**src/design/rtcv_pkg.sv**
```systemverilog
// shared types, constants and conversion functions for the rtc time converter
package rtcv_pkg;

    localparam int unsigned ADDR_W = 3;
    localparam int unsigned DATA_W = 32;

    // register index taken from the word address bit
    localparam logic REG_BINARY_MODE = 1'b0;
    localparam logic REG_HOUR24_MODE = 1'b1;

    localparam logic FUNC_DECODE = 1'b0;
    localparam logic FUNC_ENCODE = 1'b1;

    localparam logic STATUS_OK      = 1'b0;
    localparam logic STATUS_INVALID = 1'b1;

    localparam int unsigned IN_TDATA_W  = 64;
    localparam int unsigned OUT_TDATA_W = 72;

    localparam logic [7:0] SEC_LIMIT  = 8'd60;
    localparam logic [7:0] MIN_LIMIT  = 8'd60;
    localparam logic [7:0] HOUR_LIMIT = 8'd24;
    localparam logic [7:0] HOUR_NOON  = 8'd12;
    localparam logic [7:0] MONTH_MAX  = 8'd12;
    localparam logic [7:0] YEAR_LAST  = 8'd99;

    typedef struct packed {
        logic        func;
        logic [7:0]  second_val;
        logic [7:0]  minute_val;
        logic [7:0]  hour_val;
        logic [7:0]  day_val;
        logic [7:0]  month_val;
        logic [13:0] year_val;
        logic [7:0]  century_val;
    } rtcv_item_t;

    typedef struct packed {
        logic        status;
        logic [7:0]  second_out;
        logic [7:0]  minute_out;
        logic [7:0]  hour_out;
        logic [7:0]  day_out;
        logic [7:0]  month_out;
        logic [15:0] year_out;
        logic [7:0]  century_out;
        logic        century_write;
    } rtcv_result_t;

    typedef struct packed {
        logic binary_mode;
        logic hour24_mode;
    } rtcv_cfg_t;

    // low nibble plus ten times high nibble, no digit check
    function automatic logic [7:0] bcd_dec(input logic [7:0] x);
        logic [7:0] hi8;
        logic [7:0] hi2;
        hi8 = {1'b0, x[7:4], 3'b000};
        hi2 = {3'b000, x[7:4], 1'b0};
        return {4'd0, x[3:0]} + hi8 + hi2;
    endfunction

    // tens in the high nibble, ones in the low, wrapped to a byte
    function automatic logic [7:0] bcd_enc(input logic [7:0] v);
        logic [15:0] prod;
        logic [7:0]  q;
        logic [7:0]  r;
        prod = 16'(v) * 16'd205;
        q    = {3'd0, prod[15:11]};
        r    = v - 8'(q * 8'd10);
        return {q[3:0], 4'b0000} + r;
    endfunction

    function automatic logic [7:0] days_in_month(input logic [3:0] mon, input logic leap);
        logic [7:0] d;
        case (mon)
            4'd1, 4'd3, 4'd5, 4'd7, 4'd8, 4'd10, 4'd12: d = 8'd31;
            4'd4, 4'd6, 4'd9, 4'd11:                    d = 8'd30;
            4'd2:                                       d = leap ? 8'd29 : 8'd28;
            default:                                    d = 8'd0;
        endcase
        return d;
    endfunction

endpackage

```
**src/design/rtcv_convert.sv**
```systemverilog
// decode and validate/encode datapath for one request, with the next pending flag
module rtcv_convert (
    input  rtcv_pkg::rtcv_item_t   item,
    input  rtcv_pkg::rtcv_cfg_t    cfg,
    input  logic                   pending,
    output rtcv_pkg::rtcv_result_t result,
    output logic                   pending_next
);
    import rtcv_pkg::*;

    // decode path
    logic [7:0]  d_sec, d_min, d_hr_b, d_hr7, d_hr, d_day, d_mon, d_yr, d_cen, d_cen_n;
    logic        d_pm, d_roll;
    logic [15:0] d_year;
    logic [7:0]  d_cen_out;

    // encode path
    logic [26:0] e_prod;
    logic [7:0]  e_cen;
    logic [13:0] e_rem;
    logic [7:0]  e_y2;
    logic        e_leap, e_bad;
    logic [7:0]  e_hr, e_pm;
    logic        e_pend;

    always_comb begin
        d_pm   = item.hour_val[7];
        d_sec  = cfg.binary_mode ? item.second_val : bcd_dec(item.second_val);
        d_min  = cfg.binary_mode ? item.minute_val : bcd_dec(item.minute_val);
        d_day  = cfg.binary_mode ? item.day_val : bcd_dec(item.day_val);
        d_mon  = cfg.binary_mode ? item.month_val : bcd_dec(item.month_val);
        d_yr   = cfg.binary_mode ? item.year_val[7:0] : bcd_dec(item.year_val[7:0]);
        d_cen  = cfg.binary_mode ? item.century_val : bcd_dec(item.century_val);
        d_hr_b = cfg.binary_mode ? item.hour_val
                                 : (bcd_dec({1'b0, item.hour_val[6:0]}) | {d_pm, 7'd0});
        d_hr7  = {1'b0, d_hr_b[6:0]};
        if (cfg.hour24_mode) begin
            d_hr = d_hr_b;
        end else if (d_pm) begin
            d_hr = (d_hr7 == HOUR_NOON) ? HOUR_NOON : d_hr7 + HOUR_NOON;
        end else begin
            d_hr = (d_hr7 == HOUR_NOON) ? 8'd0 : d_hr7;
        end
        d_roll    = pending && (d_yr == 8'd0);
        d_cen_n   = d_roll ? d_cen + 8'd1 : d_cen;
        d_year    = 16'(d_yr) + 16'(d_cen_n) * 16'd100;
        d_cen_out = d_roll ? (cfg.binary_mode ? d_cen_n : bcd_enc(d_cen_n)) : 8'd0;
    end

    always_comb begin
        // divide by 100 via reciprocal, exact over 14 bits
        e_prod = 27'(item.year_val) * 27'd5243;
        e_cen  = e_prod[26:19];
        e_rem  = item.year_val - 14'(e_cen) * 14'd100;
        e_y2   = e_rem[7:0];
        e_leap = (item.year_val[1:0] == 2'b00) && ((e_y2 != 8'd0) || (e_cen[1:0] == 2'b00));
        e_bad  = (item.second_val >= SEC_LIMIT) || (item.minute_val >= MIN_LIMIT) ||
                 (item.hour_val >= HOUR_LIMIT) || (item.month_val == 8'd0) ||
                 (item.month_val > MONTH_MAX) || (item.day_val == 8'd0) ||
                 (item.day_val > days_in_month(item.month_val[3:0], e_leap));
        e_pend = !pending && (e_y2 == YEAR_LAST);
        e_pm   = 8'd0;
        e_hr   = item.hour_val;
        if (!cfg.hour24_mode) begin
            if (item.hour_val >= HOUR_NOON) begin
                e_pm = 8'h80;
            end
            if (item.hour_val > HOUR_NOON) begin
                e_hr = item.hour_val - HOUR_NOON;
            end else if (item.hour_val == 8'd0) begin
                e_hr = HOUR_NOON;
            end
        end
    end

    always_comb begin
        result       = '0;
        pending_next = pending;
        if (item.func == FUNC_DECODE) begin
            result.status        = STATUS_OK;
            result.second_out    = d_sec;
            result.minute_out    = d_min;
            result.hour_out      = d_hr;
            result.day_out       = d_day;
            result.month_out     = d_mon;
            result.year_out      = d_year;
            result.century_out   = d_cen_out;
            result.century_write = d_roll;
            if (!pending && (d_yr == YEAR_LAST)) begin
                pending_next = 1'b1;
            end else if (d_roll) begin
                pending_next = 1'b0;
            end
        end else if (e_bad) begin
            result.status = STATUS_INVALID;
        end else begin
            pending_next         = e_pend;
            result.status        = STATUS_OK;
            result.second_out    = cfg.binary_mode ? item.second_val : bcd_enc(item.second_val);
            result.minute_out    = cfg.binary_mode ? item.minute_val : bcd_enc(item.minute_val);
            result.hour_out      = (cfg.binary_mode ? e_hr : bcd_enc(e_hr)) | e_pm;
            result.day_out       = cfg.binary_mode ? item.day_val : bcd_enc(item.day_val);
            result.month_out     = cfg.binary_mode ? item.month_val : bcd_enc(item.month_val);
            result.year_out      = {8'd0, cfg.binary_mode ? e_y2 : bcd_enc(e_y2)};
            result.century_out   = cfg.binary_mode ? e_cen : bcd_enc(e_cen);
            result.century_write = 1'b1;
        end
    end

endmodule

```
**src/design/rtc_time_convert_validate_top.sv**
```systemverilog
// rtc time converter: the input register loads at the request accept, and the result register,
// which drives m_tvalid, loads from it once the output stage is empty or m_tready is high;
// throughput one request per cycle when m_tready stays high.
// the century pending flag is updated as a request moves into the result register,
// so back-to-back requests see it in order.
// reset (aresetn low, synchronous) empties both stages, clears the pending flag and
// sets binary_mode to 0 and hour24_mode to 1
module rtc_time_convert_validate_top (
    input  logic                                aclk,
    input  logic                                aresetn,
    input  logic                                s_tvalid,
    output logic                                s_tready,
    // second[7:0] minute[15:8] hour[23:16] day[31:24] month[39:32] year[53:40]
    // century[61:54], zero [63:62]
    input  logic [rtcv_pkg::IN_TDATA_W-1:0]     s_tdata,
    // func[0]
    input  logic [0:0]                          s_tuser,
    output logic                                m_tvalid,
    input  logic                                m_tready,
    // second[7:0] minute[15:8] hour[23:16] day[31:24] month[39:32] year[55:40]
    // century[63:56] century_write[64], zero [71:65]
    output logic [rtcv_pkg::OUT_TDATA_W-1:0]    m_tdata,
    // status[0]
    output logic [0:0]                          m_tuser,
    input  logic                                psel,
    input  logic                                penable,
    input  logic                                pwrite,
    input  logic [rtcv_pkg::ADDR_W-1:0]         paddr,
    input  logic [rtcv_pkg::DATA_W-1:0]         pwdata,
    output logic [rtcv_pkg::DATA_W-1:0]         prdata,
    output logic                                pready
);
    import rtcv_pkg::*;

    logic         in_valid_reg, in_valid_next;
    rtcv_item_t   item_reg, item_next;
    logic         out_valid_reg, out_valid_next;
    rtcv_result_t result_reg, result_next;
    logic         pending_reg, pending_next;
    rtcv_cfg_t    cfg_reg, cfg_next;

    rtcv_result_t conv_result;
    logic         conv_pending;
    logic         advance, s_fire, cfg_wr;

    rtcv_convert u_convert (
        .item         (item_reg),
        .cfg          (cfg_reg),
        .pending      (pending_reg),
        .result       (conv_result),
        .pending_next (conv_pending)
    );

    assign advance  = in_valid_reg && (!out_valid_reg || m_tready);
    assign s_tready = !in_valid_reg || advance;
    assign s_fire   = s_tvalid && s_tready;
    assign pready   = 1'b1;
    assign cfg_wr   = psel && penable && pwrite && pready;

    always_comb begin
        item_next.func        = s_tuser[0];
        item_next.second_val  = s_tdata[7:0];
        item_next.minute_val  = s_tdata[15:8];
        item_next.hour_val    = s_tdata[23:16];
        item_next.day_val     = s_tdata[31:24];
        item_next.month_val   = s_tdata[39:32];
        item_next.year_val    = s_tdata[53:40];
        item_next.century_val = s_tdata[61:54];

        in_valid_next  = s_fire ? 1'b1 : (advance ? 1'b0 : in_valid_reg);
        out_valid_next = advance ? 1'b1 : (m_tready ? 1'b0 : out_valid_reg);
        result_next    = advance ? conv_result : result_reg;
        pending_next   = advance ? conv_pending : pending_reg;

        cfg_next = cfg_reg;
        if (cfg_wr) begin
            unique case (paddr[2])
                REG_BINARY_MODE: cfg_next.binary_mode = pwdata[0];
                REG_HOUR24_MODE: cfg_next.hour24_mode = pwdata[0];
            endcase
        end
    end

    always_ff @(posedge aclk) begin
        if (!aresetn) begin
            in_valid_reg  <= 1'b0;
            out_valid_reg <= 1'b0;
            pending_reg   <= 1'b0;
            cfg_reg       <= '{binary_mode: 1'b0, hour24_mode: 1'b1};
        end else begin
            in_valid_reg  <= in_valid_next;
            out_valid_reg <= out_valid_next;
            pending_reg   <= pending_next;
            cfg_reg       <= cfg_next;
        end
    end

    always_ff @(posedge aclk) begin
        if (s_fire) begin
            item_reg <= item_next;
        end
        result_reg <= result_next;
    end

    always_comb begin
        unique case (paddr[2])
            REG_BINARY_MODE: prdata = {{(DATA_W-1){1'b0}}, cfg_reg.binary_mode};
            REG_HOUR24_MODE: prdata = {{(DATA_W-1){1'b0}}, cfg_reg.hour24_mode};
        endcase
    end

    assign m_tvalid = out_valid_reg;
    assign m_tuser  = result_reg.status;
    assign m_tdata  = {7'd0, result_reg.century_write, result_reg.century_out,
                       result_reg.year_out, result_reg.month_out, result_reg.day_out,
                       result_reg.hour_out, result_reg.minute_out, result_reg.second_out};

    // an invalid encode carries nothing but its status
    a_invalid_clean: assert property (@(posedge aclk) disable iff (!aresetn)
        out_valid_reg && result_reg.status |->
            !result_reg.century_write && result_reg.year_out == 16'd0 &&
            result_reg.hour_out == 8'd0 && result_reg.century_out == 8'd0)
        else $error("invalid result carries payload");

    // an invalid encode leaves the pending flag alone
    a_invalid_keeps_pending: assert property (@(posedge aclk) disable iff (!aresetn)
        advance && conv_result.status |=> pending_reg == $past(pending_reg))
        else $error("pending flag changed on invalid request");

    // a decode rollover write-back always clears the pending flag
    a_roll_clears: assert property (@(posedge aclk) disable iff (!aresetn)
        advance && item_reg.func == FUNC_DECODE && conv_result.century_write |=> !pending_reg)
        else $error("pending flag survived century rollover");

    // an empty input stage never stalls the slave side
    a_empty_ready: assert property (@(posedge aclk) disable iff (!aresetn)
        !in_valid_reg |-> s_tready)
        else $error("input stage empty but not ready");

    // result register loads only when the input stage holds a request
    a_out_from_in: assert property (@(posedge aclk) disable iff (!aresetn)
        !out_valid_reg ##1 out_valid_reg |-> $past(in_valid_reg))
        else $error("result appeared without a request");

endmodule
```
**config.mk**
```make
export PLATFORM = sky130hd
export DESIGN_NAME = rtc_time_convert_validate_top
export DESIGN_NICKNAME = d
export VERILOG_FILES = /design/src/design/rtcv_pkg.sv /design/src/design/rtcv_convert.sv /design/src/design/rtc_time_convert_validate_top.sv
export SDC_FILE = /design/constraint.sdc
export NUM_CORES = 1
export LEC_CHECK = 0
export BUFFER_PORTS_ARGS = -buffer_cell sky130_fd_sc_hd__buf_2
export CORE_MARGIN = 4
export CORE_UTILIZATION = 65
export DETAILED_ROUTE_END_ITERATION = 10
export PLACE_DENSITY = 0.9
export SLEW_MARGIN = 20
export SYNTH_ARGS = -nofsm -noshare
export SYNTH_HDL_FRONTEND = slang
export SYNTH_SLANG_ARGS = --single-unit
```
**constraint.sdc**
```tcl
create_clock -name aclk -period 28.2 [get_ports aclk]
set_input_delay 4.23 -clock aclk [delete_from_list [all_inputs] [get_ports aclk]]
set_output_delay 4.23 -clock aclk [all_outputs]
set_load 0.005 [all_outputs]
```
==> results.json <==
{
  "slew_headroom_pct": 31.48,
  "clockBufferDepth": 2,
  "tritoncts": "yes",
  "synth_seq_cells": 134,
  "row_count": 71,
  "max-cap-violations": 0,
  "synth_area_mm2": 0.02530,
  "fmax_ghz": 0.06542,
  "synth_flop_cell": "edfxtp_1",
  "start_kind": "flip-flop",
  "routed_wl_um": 61690,
  "finalSetupViolCount": 0,
  "drive_gt1_share_pct": 7.563,
  "cpPeakStageDelay_ps": 740,
  "grt_pass1_wl_um": 100900,
  "place.gp.congestion": 0.9501,
  "skew_ps": 16.27,
  "die_h_um": 205.3,
  "clkSinkCount": 134,
  "grt-ovfl-total": 0,
  "path_buf_inv": 13,
  "tns_ps": 0,
  "min_path_type": "flip-flop to flip-flop",
  "cts_buffers": 17,
  "finalMaxSlewViolations": 0,
  "grt_max_degree": 81,
  "firstDrtPassIters": 6,
  "holdWs_ps": 563.5,
  "yosys.area.top_type": "ha_1",
  "postCtsSetupBuffers": 0,
  "core_area_mm2": 0.03802,
  "routedWlPerCell_um": 18.99,
  "drc_errors": 0,
  "area_growth_pct": 6.415,
  "cts.reportedPaths.clkPinSlew_ps": 70,
  "slowest_stage": "edfxtp_1",
  "grt_setup_unrepaired": "no",
  "track_usage_pct": 29.74,
  "synthDistinctLibCells": 85,
  "postLayoutCellArea_mm2": 0.02692,
  "hpwl_um": 49310,
  "finalCritPeriodShare_pct": 54.21,
  "cp-end-kind": "flip-flop",
  "crit_required_ps": 28360,
  "path_class": "flip-flop to flip-flop",
  "arrival_ps": 15440,
  "route.vias.total": 19430,
  "htreeDepth": 4,
  "synth_edf_count": 129,
  "status": "finished, final reports clean",
  "via_per_inst": 5.979,
  "period_needed_ps": 15290,
  "drtAntennaViolNets": 0,
  "syn_avg_cell_area_um2": 9.737,
  "nets": 3692,
  "placed_area_mm2": 0.02637,
  "cts_resized": 0,
  "clk_latency_ps": 480,
  "synth_top_cell_area_share_pct": 32.25,
  "initial_core_util_pct": 66.53,
  "synthTopCellsByArea": "ha_1 32%, fa_1 17%, edfxtp_1 15%",
  "hold_viol_final": 0,
  "grt_pass1_vias": 21180,
  "synth_cells": 2598,
  "ys_warn_count": 0,
  "async_flop_share_pct": 0,
  "path_max_fanout": 11,
  "cts_root_buffer": "clkbuf_16",
  "largest_reg_flops": 65,
  "cts_hold_repair.buffers": 0,
  "tightest_slew_ps": 1027,
  "drtIter0Drc": 1206,
  "io-pin-count": 215,
  "portBuffers": 140,
  "die_area_mm2": 0.04214,
  "synth_seq_area_share_pct": 15.71,
  "die_w_um": 205.3,
  "cpLargestDelayFamily": "adder cells",
  "cpMostUsedCell": "inv_1",
  "antenna_found_initial": 2
}
cells by family (layout without fill, tap and decap cells):
family / count (synthesis) / in the layout / synth area share (%)
muxes: 22 / 22 / 0.8804
DFF: 134 / 134 / 15.71
other: 2 / 40 / 0.02969
xor gates and xnor gates: 195 / 195 / 6.945
adders and majority gates: 861 / 861 / 48.79
and+or+nand+nor: 346 / 346 / 6.831
buffers and inverters: 633 / 735 / 10.08
AOI/OAI and AO/OA: 405 / 405 / 10.74
tightest hold or removal path, cell delays in order (launching register included):
cell     delay [ps]
dfxtp_1         340
nor2_1          120
nor2_1           50
final timing paths:
kind	start	end	slack, ps	depth (start not counted)
max	item_reg[15]$_DFFE_PP_	m_tdata[47]$_DFFE_PP_	12910	55
min	in_valid_reg$_SDFFE_PN0P_	m_tvalid$_SDFFE_PN0P_	560	2
max reg2reg	item_reg[15]$_DFFE_PP_	m_tdata[47]$_DFFE_PP_	12910	55
min reg2reg	in_valid_reg$_SDFFE_PN0P_	m_tvalid$_SDFFE_PN0P_	560	2
through the flow:
stage,std cells,worst slack (ps),utilization (%)
6_report,3249,12910,70.80
5_1_grt,3248,12300,70.79
4_1_cts,3248,13110,70.79
3_5_place_dp,3216,13270,69.36
3_3_place_gp,3216,13720,69.36
2_1_floorplan,2635,15310,-
layout make-up:
cell class / instances / area, µm²
clock buffers: 17 / 425.4
multi-input cells: 1868 / 18920
flip-flops and latches: 134 / 3978
fillers: 2576 / 11100
diodes: 1 / 2.502
clock inverters: 15 / 117.6
repair buffers: 147 / 753.2
well taps: 511 / 639.4
inverters: 556 / 2087
cell usage after synthesis (15+ instances only):
library cell,instances
a211oi_1,28
a21o_1,73
a21oi_1,130
and3_1,15
buf_4,39
clkbuf_1,21
edfxtp_1,129
fa_1,209
ha_1,652
inv_1,554
mux2i_1,20
nand2_1,62
nand3_1,23
nand4_1,15
nor2_1,109
nor2b_1,22
nor3_1,35
o21ai_0,43
o21bai_1,27
o22ai_1,15
xnor2_1,128
xor2_1,63
per-layer routing:
layer  GRT usage, %  share of wire, %  vias to the layer above
met5              0             0.024                        -
li1               -                 -                     8944
met1          33.91                37                     9415
met4          15.91               5.4                        2
met2          52.41                50                      797
met3          6.147               7.3                      267
placed cells by master (no fill, tap or decap), types with 23 or more instances in the layout:
master	instances
a211oi_1	28
a21o_1	73
a21oi_1	130
buf_2	140
conb_1	39
edfxtp_1	129
fa_1	209
ha_1	652
inv_1	553
nand2_1	62
nand3_1	23
nor2_1	109
nor3_1	35
o21ai_0	43
o21bai_1	27
xnor2_1	128
xor2_1	63
Power is not shown: default switching activity piles up to over one toggle a cycle in this logic, so the estimate is an artifact.
